**src/hdl/rcl_pkg.sv**
```systemverilog
// Shared constants, codes and control structs of the row cache LFU manager.
`timescale 1ns / 1ps

package rcl_pkg;

    // Row space and field widths.
    localparam int NUM_ROWS     = 1024;
    localparam int ROW_W        = 10;
    localparam int CAP_W        = 11;
    localparam int MISS_W       = 32;
    localparam int USE_BITS_DEF = 16;

    // Capacity register reset value and the smallest capacity honored.
    localparam logic [CAP_W-1:0] CAP_RESET = 11'd1024;
    localparam logic [CAP_W-1:0] CAP_MIN   = 11'd2;

    // Result outcome codes.
    typedef enum logic [1:0] {
        OUT_HIT   = 2'd0,
        OUT_FILL  = 2'd1,
        OUT_EVICT = 2'd2
    } t_outcome;

    // Sequencer states.
    typedef enum logic [2:0] {
        S_CLEAR,
        S_IDLE,
        S_LOOK,
        S_SCAN,
        S_EVICT,
        S_PLACE
    } t_state;

    // Access request to the row entry memory (data travels beside it).
    typedef struct packed {
        logic             we;
        logic [ROW_W-1:0] waddr;
        logic             re;
        logic [ROW_W-1:0] raddr;
    } t_mem_ctl;

    // Control of the victim scan.
    typedef struct packed {
        logic             start;
        logic             sample;
        logic [ROW_W-1:0] idx;
    } t_scan_ctl;

    // Outcome of the victim scan.
    typedef struct packed {
        logic             found;
        logic [ROW_W-1:0] victim;
        logic [ROW_W-1:0] vbuf;
    } t_scan_res;

endpackage

```
**src/hdl/rcl_min_scan.sv**
```systemverilog
// Victim search: tracks the valid row with the fewest uses over a row sweep.
`timescale 1ns / 1ps

module rcl_min_scan #(
    parameter int USE_BITS = rcl_pkg::USE_BITS_DEF
) (
    input  logic                      i_clk,
    input  logic                      i_rst_n,
    input  rcl_pkg::t_scan_ctl        i_ctl,
    input  logic                      i_ent_valid,
    input  logic [USE_BITS-1:0]       i_ent_cnt,
    input  logic [rcl_pkg::ROW_W-1:0] i_ent_buf,
    output rcl_pkg::t_scan_res        o_res
);

    logic                      r_found;
    logic [USE_BITS-1:0]       r_best;
    logic [rcl_pkg::ROW_W-1:0] r_victim;
    logic [rcl_pkg::ROW_W-1:0] r_vbuf;
    logic                      take;

    // A strictly smaller count wins, so the lowest row keeps ties.
    assign take = i_ctl.sample && i_ent_valid && (!r_found || (i_ent_cnt < r_best));

    // Found flag.
    always_ff @(posedge i_clk) begin
        if (!i_rst_n) begin
            r_found <= 1'b0;
        end else if (i_ctl.start) begin
            r_found <= 1'b0;
        end else if (take) begin
            r_found <= 1'b1;
        end
    end

    // Best candidate so far.
    always_ff @(posedge i_clk) begin
        if (take) begin
            r_best   <= i_ent_cnt;
            r_victim <= i_ctl.idx;
            r_vbuf   <= i_ent_buf;
        end
    end

    assign o_res.found  = r_found;
    assign o_res.victim = r_victim;
    assign o_res.vbuf   = r_vbuf;

`ifndef ASSERT_OFF
    // A sweep always begins with an empty candidate.
    a_start_clears: assert property (@(posedge i_clk) disable iff (!i_rst_n)
        i_ctl.start |=> !r_found)
        else $error("scan start did not clear the candidate");

    // Start and sampling never coincide.
    a_start_sample: assert property (@(posedge i_clk) disable iff (!i_rst_n)
        !(i_ctl.start && i_ctl.sample))
        else $error("scan start during sampling");

    // Once a candidate exists it stays until the next start.
    a_found_holds: assert property (@(posedge i_clk) disable iff (!i_rst_n)
        (r_found && !i_ctl.start) |=> r_found)
        else $error("scan candidate lost");
`endif

endmodule

```
**config.mk**
```make
export PLATFORM = sky130hd
export DESIGN_NAME = rcl_min_scan
export DESIGN_NICKNAME = d
export VERILOG_FILES = /design/src/hdl/rcl_pkg.sv /design/src/hdl/rcl_min_scan.sv
export SDC_FILE = /design/constraint.sdc
export NUM_CORES = 1
export LEC_CHECK = 0
export BUFFER_PORTS_ARGS = -buffer_cell sky130_fd_sc_hd__buf_2
export CAP_MARGIN = 20
export CORE_MARGIN = 2
export CORE_UTILIZATION = 49
export CTS_BUF_LIST = sky130_fd_sc_hd__clkbuf_8
export CTS_CLUSTER_DIAMETER = 150
export DETAILED_ROUTE_END_ITERATION = 10
export PLACE_DENSITY = 0.81
export REMOVE_ABC_BUFFERS = 1
export SETUP_SLACK_MARGIN = 0.3
export SYNTH_ARGS = -nofsm -noshare
export SYNTH_HDL_FRONTEND = slang
export SYNTH_SLANG_ARGS = --single-unit
export TNS_END_PERCENT = 10
```
**constraint.sdc**
```tcl
create_clock -name i_clk -period 4.5 [get_ports i_clk]
set_clock_uncertainty 0.2 [all_clocks]
set_input_delay 0.45 -clock i_clk [delete_from_list [all_inputs] [get_ports i_clk]]
set_output_delay 0.45 -clock i_clk [all_outputs]
set_load 0.005 [all_outputs]
```
==> reports/qor.yml, run 1 <==
run_status:
  status: "completed"
detailed_routing:
  ant_nets: 0
  via_count: 1011
  wl_per_cell_um: 14.3
  routed_wl_mm: 2.83
  drt-initial-drc-count: 20
  via_per_inst: 5.13
  route.detailed.drc: 0
  drtPass1Iterations: 3
worst_hold_path:
  hp-class: "in -> reg"
clock_network:
  numCtsBuffers: 5
  insertion_delay_ns: 0.29
  cts_tree: "done"
  cts-resized-gates: 0
  ctsHoldBuffers: 0
  htreeDepth: 2
  ctsRootBufferMaster: "clkbuf_8"
  cts_setup_buffers: 0
  cts_sinks: 37
  cts_buffer_depth: 2
  clkTransAtPathRegs_ns: 0.07
timing:
  finalCriticalPeriod_ns: 2.75
  drv_slew: 0
  setup_viol: 0
  fin_ws_ns: 1.75
  relSlewSlack_pct: 60.3
  hold_violations: 0
  fin_crit_sh_pct: 61.2
  fmax_ghz: 0.363
  setup_tns_ns: 0
  rsz0062_at_grt: "no"
  tightestPinTransition_ns: 0.594
power_and_ir_drop:
  power_frac_comb_pct: 9.6
  p_int_uw: 532
  power.clock.fraction_pct: 31.8
  p_leak_uw: 0.000888
  p_sw_uw: 150
  switching_share_pct: 22.0
  seqPwrFrac_pct: 58.6
  ir_drop_mv: 0.159
  powerDensity_nw_per_um2: 346
global_route:
  grtUsageTotal_pct: 17.1
  grt_antenna_before_repair: 0
  grt_max_degree: 27
  grt_pass1_wl_mm: 4.25
  grt-ovfl-total: 0
  grt_pass1_vias: 1003
worst_setup_path:
  critPathCaptureType: "flop"
  required_ns: 4.26
  start_kind: "flop"
  worst-setup-path-type: "reg -> reg"
  path_max_fanout: 26
  cp.arrival_ns: 2.51
synthesis:
  synthFlopType: "edfxtp_1"
  ys_ff_latch: 37
  yosysMostFrequentCell: "edfxtp_1"
  synthDistinctLibCells: 22
  syn_area_um2: 1530
  synth_top_area_cell: "edfxtp_1"
  synth_edf_count: 36
  asyncSetResetFlopFracSynth_pct: 0
  yosysWarnings: 0
  synthCells: 95
  synth_commonest_cells: "edfxtp_1, ha_1, inv_1"
  synth.top_cell.area_share_pct: 70.6
  syn_avg_cell_area_um2: 16.1
  synth.area.top_cells: "edfxtp_1, ha_1, inv_1"
  yosysSeqAreaShare_pct: 71.9
die:
  start_util_pct: 51.0
  die_x_um: 59.9
  die_area_um2: 3590
  rows: 20
  pin_count: 62
  fp.dieH_um: 59.9
  coreArea_um2: 3000
place:
  post-place-ws_ns: 1.54
  gp_congestion: 0.708
  dp_hpwl_mm: 2.23
  dpl_cell_area_um2: 1890
  io_buffers: 61
final_layout:
  finish.utilization_pct: 65.5
  antenna_cells: 0
  area_growth_syn_to_layout_pct: 28.5
  finalInstanceArea_um2: 1970
  drive_above_1_share_pct: 45.1
  fillers: 207
  fin_nets: 219
job:
  cap_viol_max_count: 0
registers in the layout (all words and copies together), names as in the netlist:
register,count
r_vbuf,10
r_victim,10
r_best,16
r_found,1
final cells by class:
type / count / area [um^2] / share of cell area, %
inverters: 15 / 56.3 / 2.86
clock buffers: 5 / 68.8 / 3.50
multi-input cells: 42 / 374 / 19.0
well taps: 33 / 41.3 / 2.10
flip-flops and latches: 37 / 1100 / 55.9
repair buffers: 62 / 313 / 15.9
clock inverters: 3 / 13.8 / 0.699
layer usage:
metal	part of all wire [%]	up-vias	wire length (um)	track usage, %
met5	0	-	0	0
met4	2.5	0	71	10.2
met3	9.1	11	256	8.01
met2	48	56	1360	29.2
met1	40	461	1140	16.8
li1	-	483	-	-
kinds of logic after synthesis:
| kind of cell | synth area share [%] |
|---|---|
| compound gates | 8.17 |
| flops | 71.9 |
| simple gates | 3.51 |
| fa+ha+maj | 12.3 |
| buf+inv | 4.17 |
power groups by stage:
stage	sequential, uW	clock (uW)	combinational, uW
2_1_floorplan	408	0	27.5
3_3_place_gp	406	0	61.8
3_5_place_dp	407	0	66.4
4_1_cts	399	221	66.8
5_1_grt	400	235	74.3
6_report	399	217	65.7
cell usage in the layout, fill, tap and decap left out, types with 2 or more instances in the layout:
cell / synthesis / layout
a21oi_1: 6 / 6
buf_2: 0 / 61
clkbuf_8: 0 / 5
clkinv_2: 0 / 2
edfxtp_1: 36 / 36
ha_1: 15 / 15
inv_1: 15 / 16
nand2_1: 4 / 4
o21ai_0: 3 / 3
worst max-delay path: stages, from the launching register on:
cell and delay [ns]:
edfxtp_1 0.37, inv_1 0.06, ha_1 0.23, a21o_1 0.18, a211oi_1 0.22, o21ai_1 0.14, a211oi_4 0.58, buf_4 0.43
path summary, 6_finish.rpt:
check | start | to | slack (ns) | cells after the start
min | i_ctl[11] | r_found | 0.12 | 2
max | r_best[6] | r_victim[2] | 1.75 | 7
max reg2reg | r_best[6] | r_victim[2] | 1.75 | 7
min reg2reg | r_found | r_found | 0.37 | 2
per-stage QoR:
stage               instances  hold WS [ns]  power [uW]
floorplan                  94         0.326         436
global placement          189         0.344         468
detailed placement        189         0.358         473
CTS                       197         0.120         688
global route              197         0.120         709
finish                    197         0.124         682
(Power assumes the default switching activity.)
==> run 2: changes to the inputs <==
--- a/config.mk
+++ b/config.mk
@@ -5,14 +5,15 @@
 export SDC_FILE = /design/constraint.sdc
 export NUM_CORES = 1
 export LEC_CHECK = 0
+export ABC_AREA = 1
 export BUFFER_PORTS_ARGS = -buffer_cell sky130_fd_sc_hd__buf_2
 export CAP_MARGIN = 20
 export CORE_MARGIN = 2
-export CORE_UTILIZATION = 49
+export CORE_UTILIZATION = 44
 export CTS_BUF_LIST = sky130_fd_sc_hd__clkbuf_8
 export CTS_CLUSTER_DIAMETER = 150
 export DETAILED_ROUTE_END_ITERATION = 10
-export PLACE_DENSITY = 0.81
+export PLACE_DENSITY = 0.77
 export REMOVE_ABC_BUFFERS = 1
 export SETUP_SLACK_MARGIN = 0.3
 export SYNTH_ARGS = -nofsm -noshare
==> constraint.sdc (replaced) <==
create_clock -name i_clk -period 2.3 [get_ports i_clk]
set_clock_uncertainty 0.2 [all_clocks]
set_input_delay 0.23 -clock i_clk [delete_from_list [all_inputs] [get_ports i_clk]]
set_output_delay 0.23 -clock i_clk [all_outputs]
set_load 0.005 [all_outputs]
==> run 2 against run 1 <==
  * Maximum frequency rose by 33%
  * Global-route usage rose by 1.5 points
  * Die area rose by 11%
  * Area after synthesis rose by 0.33%
  * Critical path depth rose by 2
  * Critical endpoint is now r_best[2]
  * Highest routed layer unchanged
==> reports/qor.yml, run 2 <==
run_status:
  status: "completed"
detailed_routing:
  via_count: 1170  # +16%
  wl_per_cell_um: 12.9  # -10%
  drtPass1Iterations: 4  # +1
  routed_wl_mm: 3.43  # +22%
  drt-initial-drc-count: 57  # +190%
  route.detailed.drc: 0  # unchanged
  ant_nets: 0  # unchanged
  via_per_inst: 4.40  # -14%
synthesis:
  synth.area.top_cells: "edfxtp_1, ha_1, inv_1"
  syn_area_um2: 1540  # +0.33%
  yosysMostFrequentCell: "edfxtp_1"
  yosysWarnings: 0  # unchanged
  synth.top_cell.area_share_pct: 70.4  # -0.23 points
  synth_edf_count: 36  # unchanged
  yosysSeqAreaShare_pct: 71.7  # -0.23 points
  synthDistinctLibCells: 14  # -36%
  synthFlopType: "edfxtp_1"
  synth_top_area_cell: "edfxtp_1"
  asyncSetResetFlopFracSynth_pct: 0  # unchanged
  synth_commonest_cells: "edfxtp_1, inv_1, nand2_1"
  syn_avg_cell_area_um2: 14.2  # -12%
  synthCells: 108  # +14%
  ys_ff_latch: 37  # unchanged
place:
  dpl_cell_area_um2: 1930  # +2.2%
  io_buffers: 61  # unchanged
  dp_hpwl_mm: 2.06  # -7.6%
  gp_congestion: 0.722  # +2.1%
  post-place-ws_ns: 0.191  # -1.35 ns
final_layout:
  drive_above_1_share_pct: 40.0  # -5.1 points
  antenna_cells: 0  # unchanged
  area_growth_syn_to_layout_pct: 64.3
  reg_top3: "r_best (16), r_vbuf (10), r_victim (10)"
  final_common_cell: "buf_2"
  largest-register: "r_best"
  fin_nets: 275  # +26%
  largest_reg_flops: 16  # unchanged
  final_cell_mix: "buf_2, dlygate4sd3_1, edfxtp_1"
  finalInstanceArea_um2: 2520  # +28%
global_route:
  grtUsageTotal_pct: 18.7  # +1.5 points
  grt_max_degree: 22  # -19%
  grt_antenna_before_repair: 0  # unchanged
  grt_pass1_vias: 1180  # +18%
  grt-ovfl-total: 0  # unchanged
  grt_pass1_wl_mm: 5.64  # +33%
clock_network:
  ctsRootBufferMaster: "clkbuf_8"
  cts_sinks: 37  # unchanged
  cts_tree: "done"
  cts_buffer_depth: 2  # unchanged
  htreeDepth: 2  # unchanged
  insertion_delay_ns: 0.28  # about the same
  numCtsBuffers: 5  # unchanged
  clkTransAtPathRegs_ns: 0.07  # about the same
worst_setup_path:
  required_ns: 2.09  # -2.17 ns
  start_kind: "flop"
  path_max_fanout: 15  # -42%
  cp.arrival_ns: 1.86  # -0.65 ns
  worst-setup-path-type: "reg -> reg"
  critPathCaptureType: "flop"
timing:
  tightestPinTransition_ns: 0.215  # -0.379 ns
  finalCriticalPeriod_ns: 2.07  # -0.684 ns
  hold_violations: 0  # unchanged
  rsz0062_at_grt: "yes"
  relSlewSlack_pct: 85.5  # +25 points
  setup_viol: 0  # unchanged
  fin_ws_ns: 0.229  # -1.52 ns
  drv_slew: 0  # unchanged
  fmax_ghz: 0.483  # +33%
  fin_crit_sh_pct: 90.1  # +29 points
power_and_ir_drop:
  ir_drop_mv: 0.302  # +90%
  powerDensity_nw_per_um2: 562  # +62%
  p_leak_uw: 0.00115  # +30%
die:
  rows: 21  # +5.0%
  die_area_um2: 3980  # +11%
  fp.dieH_um: 63.1  # +5.3%
  die_x_um: 63.1  # +5.3%
  coreArea_um2: 3340  # +11%
  start_util_pct: 46.0  # -5.0 points
  pin_count: 62  # unchanged
job:
  cap_viol_max_count: 0  # unchanged
worst_hold_path:
  hp-class: "in -> reg"
[run 2: cell count changes in the layout (fill, tap and decap cells not counted), moves of 2 or more]
cell / change
nand2_1: +10
o21ai_0: -2
nand2_2: +3
buf_6: +2
dlygate4sd3_1: +38
clkbuf_16: +2
inv_2: +3
inv_1: +3
ha_1: -3
ha_4: +3
[run 2: cell type report]
class,instances,area [um^2]
Fill cell,208,813
Timing Repair Buffer,105,793
Multi-Input combinational cell,49,410
Inverter,21,78.8
Sequential cell,37,1100
Clock inverter,3,13.8
Clock buffer,5,68.8
Tap cell,46,57.6
[run 2: final timing paths]
kind | startpoint | end | slack (ns) | cells past startpoint
worst max-delay path | r_best[15] | r_best[2] | 0.23 | 9
worst min-delay path | i_ent_valid | r_vbuf[3] | 0.41 | 5
worst max register to register | r_best[15] | r_best[2] | 0.23 | 9
worst min register to register | r_found | r_vbuf[3] | 0.72 | 3
[run 2: report_power, final]
part | switching (uW) | internal (uW)
Combinational | 88.3 | 126
Clock | 219 | 205
Sequential | 7.67 | 774
Total | 315 | 1100
[run 2: cell families (layout without fill, tap and decap cells)]
group | Yosys count | in the layout | synth area share, %
compound gates | 11 | 11 | 4.07
fa+ha+maj | 15 | 15 | 12.2
flops | 37 | 37 | 71.7
simple gates | 23 | 23 | 6.43
buf+inv | 22 | 134 | 5.62
[run 2: per-stage QoR]
stage | cells | setup TNS [ns] | hold slack (ns) | power (uW) | utilization (%)
3_5_place_dp | 216 | 0 | 0.193 | 929 | 57.7
5_1_grt | 266 | 0 | 0.423 | 1480 | 75.6
6_report | 266 | 0 | 0.412 | 1420 | 75.6
4_1_cts | 261 | 0 | -0.0575 | 1390 | 71.5
2_1_floorplan | 107 | -15.30 | 0.106 | 854 | -
3_3_place_gp | 216 | 0 | 0.191 | 922 | 57.7
[run 2: repair_timing]
action / 4_1_cts / 5_1_grt
buffers inserted: 0 / 2
hold buffers: 37 / 1
endpoints found under the hold margin: 37 / 1
gates cloned: 0 / 2
endpoints found under the setup margin: 36 / 36
resized for setup: 2 / 14
[run 2: metal layers]
| layer | wire length, um | vias to the layer above | global-route usage [%] |
|---|---|---|---|
| met3 | 304 | 5 | 6.25 |
| met2 | 1590 | 55 | 30.2 |
| li1 | - | 589 | - |
| met5 | 0 | - | 0 |
| met1 | 1500 | 521 | 24.1 |
| met4 | 37 | 0 | 5.00 |
[run 2: worst max-delay path, cell delays in order, from the launching register on]
cell and delay [ns]:
edfxtp_1 0.38, inv_2 0.08, ha_4 0.20, a21oi_1 0.15, o21ai_0 0.12, a21oi_2 0.13
nand2_2 0.08, a21oi_4 0.15, buf_6 0.14, buf_8 0.16
==> run 3: changes to the inputs <==
--- a/config.mk
+++ b/config.mk
@@ -5,7 +5,6 @@
 export SDC_FILE = /design/constraint.sdc
 export NUM_CORES = 1
 export LEC_CHECK = 0
-export ABC_AREA = 1
 export BUFFER_PORTS_ARGS = -buffer_cell sky130_fd_sc_hd__buf_2
 export CAP_MARGIN = 20
 export CORE_MARGIN = 2
==> run 3 against run 2 <==
  * Combinational power increased by 5%
  * Total power grew 18%
  * Final cell count down 4.5%
  * Clock-buffer cell count is the same
  * The run now ends with negative setup slack left
  * Die area is 0.32% lower
  * Non-clock buffer count is 1 higher
  * Critical path type unchanged
  * Global-route usage rose by 2.4 points
  * Highest routed layer unchanged
==> reports/qor.yml, run 3 (synthesis results as in run 1) <==
run_status:
  status: "finished with violations"
  violations: "negative setup slack"
timing:
  setup_tns_ns: -0.448  # -0.448 ns
  fin_crit_sh_pct: 102  # +12 points
  drv_slew: 0  # unchanged
  fin_ws_ns: -0.0378  # -0.267 ns
  hold_violations: 0  # unchanged
  rsz0062_at_grt: "yes"
  setup_viol: 28  # +28
  tightestPinTransition_ns: 0.299  # +0.0844 ns
  relSlewSlack_pct: 80.0  # -5.5 points
  hold_ws_ns: 0.328  # -0.0843 ns
  finalCriticalPeriod_ns: 2.34  # +0.267 ns
  fmax_ghz: 0.428  # -11%
detailed_routing:
  drt-initial-drc-count: 49  # -14%
  ant_nets: 0  # unchanged
  via_per_inst: 4.79  # +8.9%
  wl_per_cell_um: 15.3  # +19%
  via_count: 1217  # +4.0%
  drtPass1Iterations: 4  # unchanged
  routed_wl_mm: 3.89  # +13%
  route.detailed.drc: 0  # unchanged
worst_setup_path:
  worst-setup-path-type: "reg -> reg"
  critPathCaptureType: "flop"
  cp_slowest_cell: "edfxtp_1"
  path_max_fanout: 6  # -9
  start_kind: "flop"
  cpPeakStageDelay_ns: 0.42  # +0.04 ns
  cp.arrival_ns: 2.15  # +0.29 ns
  required_ns: 2.12  # +0.03 ns
  cp_cell_sequence: "inv_2 -> ha_4 -> a2111oi_4 -> o21ai_2 -> a211oi_4 -> buf_6 -> clkbuf_16"
global_route:
  grt_pass1_wl_mm: 6.24  # +11%
  grt_util_met2_pct: 36.4  # +6.3 points
  grt_max_degree: 14  # -36%
  use_met1_pct: 23.4  # -0.78 points
  grt_antenna_before_repair: 0  # unchanged
  grt-ovfl-total: 0  # unchanged
  grt_pass1_vias: 1288  # +9.2%
  grtUsageTotal_pct: 21.1  # +2.4 points
  grt.busiest_layer: "met2"
  use_met3_pct: 7.57  # +1.3 points
job:
  cap_viol_max_count: 0  # unchanged
final_layout:
  final_cell_mix: "buf_2, dlygate4sd3_1, edfxtp_1"
  reg_top3: "r_best (16), r_vbuf (10), r_victim (10)"
  largest-register: "r_best"
  fin_nets: 263  # -4.4%
  finalInstanceArea_um2: 2580  # +2.4%
  antenna_cells: 0  # unchanged
  fillers: 193  # -7.2%
  area_growth_syn_to_layout_pct: 68.7
  largest_reg_flops: 16  # unchanged
  multi_input_area_um2: 434  # +5.8%
  drive_above_1_share_pct: 42.8  # +2.8 points
  regArea_um2: 1100  # unchanged
  final_common_cell: "buf_2"
clock_network:
  insertion_delay_ns: 0.29  # about the same
  clkTransAtPathRegs_ns: 0.07  # about the same
  numCtsBuffers: 5  # unchanged
  htreeDepth: 2  # unchanged
  cts_sinks: 37  # unchanged
  cts_buffer_depth: 2  # unchanged
  cts_tree: "done"
  ctsRootBufferMaster: "clkbuf_8"
place:
  dpl_cell_area_um2: 1920  # -0.26%
  io_buffers: 61  # unchanged
  dp_hpwl_mm: 2.12  # +2.7%
  gp_congestion: 0.706  # -2.3%
  post-place-ws_ns: -0.0614  # -0.252 ns
die:
  start_util_pct: 45.9  # -0.15 points
  die_x_um: 63.0  # -0.16%
  fp.dieH_um: 63.0  # -0.16%
  coreArea_um2: 3340  # unchanged
  rows: 21  # unchanged
  pin_count: 62  # unchanged
  die_area_um2: 3970  # -0.32%
power_and_ir_drop:
  power_frac_comb_pct: 13.3  # -1.8 points
  p_int_uw: 1340  # +21%
  powerDensity_nw_per_um2: 650  # +16%
  power.clock.fraction_pct: 40.2  # +10 points
  seqPwrFrac_pct: 46.5  # -8.5 points
  p_sw_uw: 341  # +8.4%
  ir_drop_mv: 0.489  # +62%
  switching_share_pct: 20.3  # -1.9 points
  p_leak_uw: 0.00112  # -2.6%
worst_hold_path:
  hp-class: "in -> reg"
[run 3: cell count changes in the layout (fill, tap and decap cells not counted), moves of 2 or more]
| cell | change |
|---|---|
| bufinv_16 | +2 |
| clkinv_2 | -2 |
| inv_1 | -6 |
| nand2_1 | -11 |
| nand2_2 | -2 |
[run 3: path summary, 6_finish.rpt]
| check | startpoint | end | slack, ns | depth (start not counted) |
|---|---|---|---|---|
| hold reg to reg | r_found | r_vbuf[1] | 0.78 | 3 |
| setup reg to reg | r_best[1] | r_vbuf[0] | -0.04 | 7 |
| setup / recovery | r_best[1] | r_vbuf[0] | -0.04 | 7 |
| hold / removal | i_ent_valid | r_vbuf[1] | 0.33 | 4 |
[run 3: stage by stage]
stage                     power (uW)  instances  utilization, %
after CTS                       1670        253            76.2
after global routing            1740        254            77.4
after global placement           919        203            57.6
after detailed placement         928        203            57.6
after floorplan                  853         94               -
final                           1680        254            77.4
[run 3: final cells by class]
class / count / share of cell area [%]
sequential: 37 / 42.6
timing repair buffer: 106 / 30.8
multi-input combinational: 42 / 16.8
clock buffer: 5 / 2.66
clock inverter: 3 / 2.66
tap: 46 / 2.23
inverter: 15 / 2.18
[run 3: power by group through the flow]
stage	combinational (uW)	clock, uW	sequential (uW)
after detailed placement	132	0	796
after CTS	208	680	780
after floorplan	53.8	0	799
after global routing	243	718	784
final	224	675	781
after global placement	124	0	795
[run 3: worst max-delay path, delay by kind of cell (launching register included)]
kind,cells,cell delay (ns)
AOI/OAI and AO/OA,3,0.84
buffers and inverters,3,0.40
adders and majority gates,1,0.20
DFF,1,0.42
[run 3: layer usage]
layer / vias to the layer above / part of all wire, % / wire length [um]
li1: 573 / - / -
met1: 575 / 39 / 1510
met2: 60 / 51 / 1980
met3: 9 / 7.9 / 308
met4: 0 / 2.4 / 93
met5: - / 0 / 0
[run 3: timing repair]
item,CTS,global route
hold buffers,38,0
buffers inserted,2,0
endpoints found under the setup margin,36,36
gates resized for setup,12,3
gates cloned,2,1
endpoints found under the hold margin,37,0
pin swaps,7,3
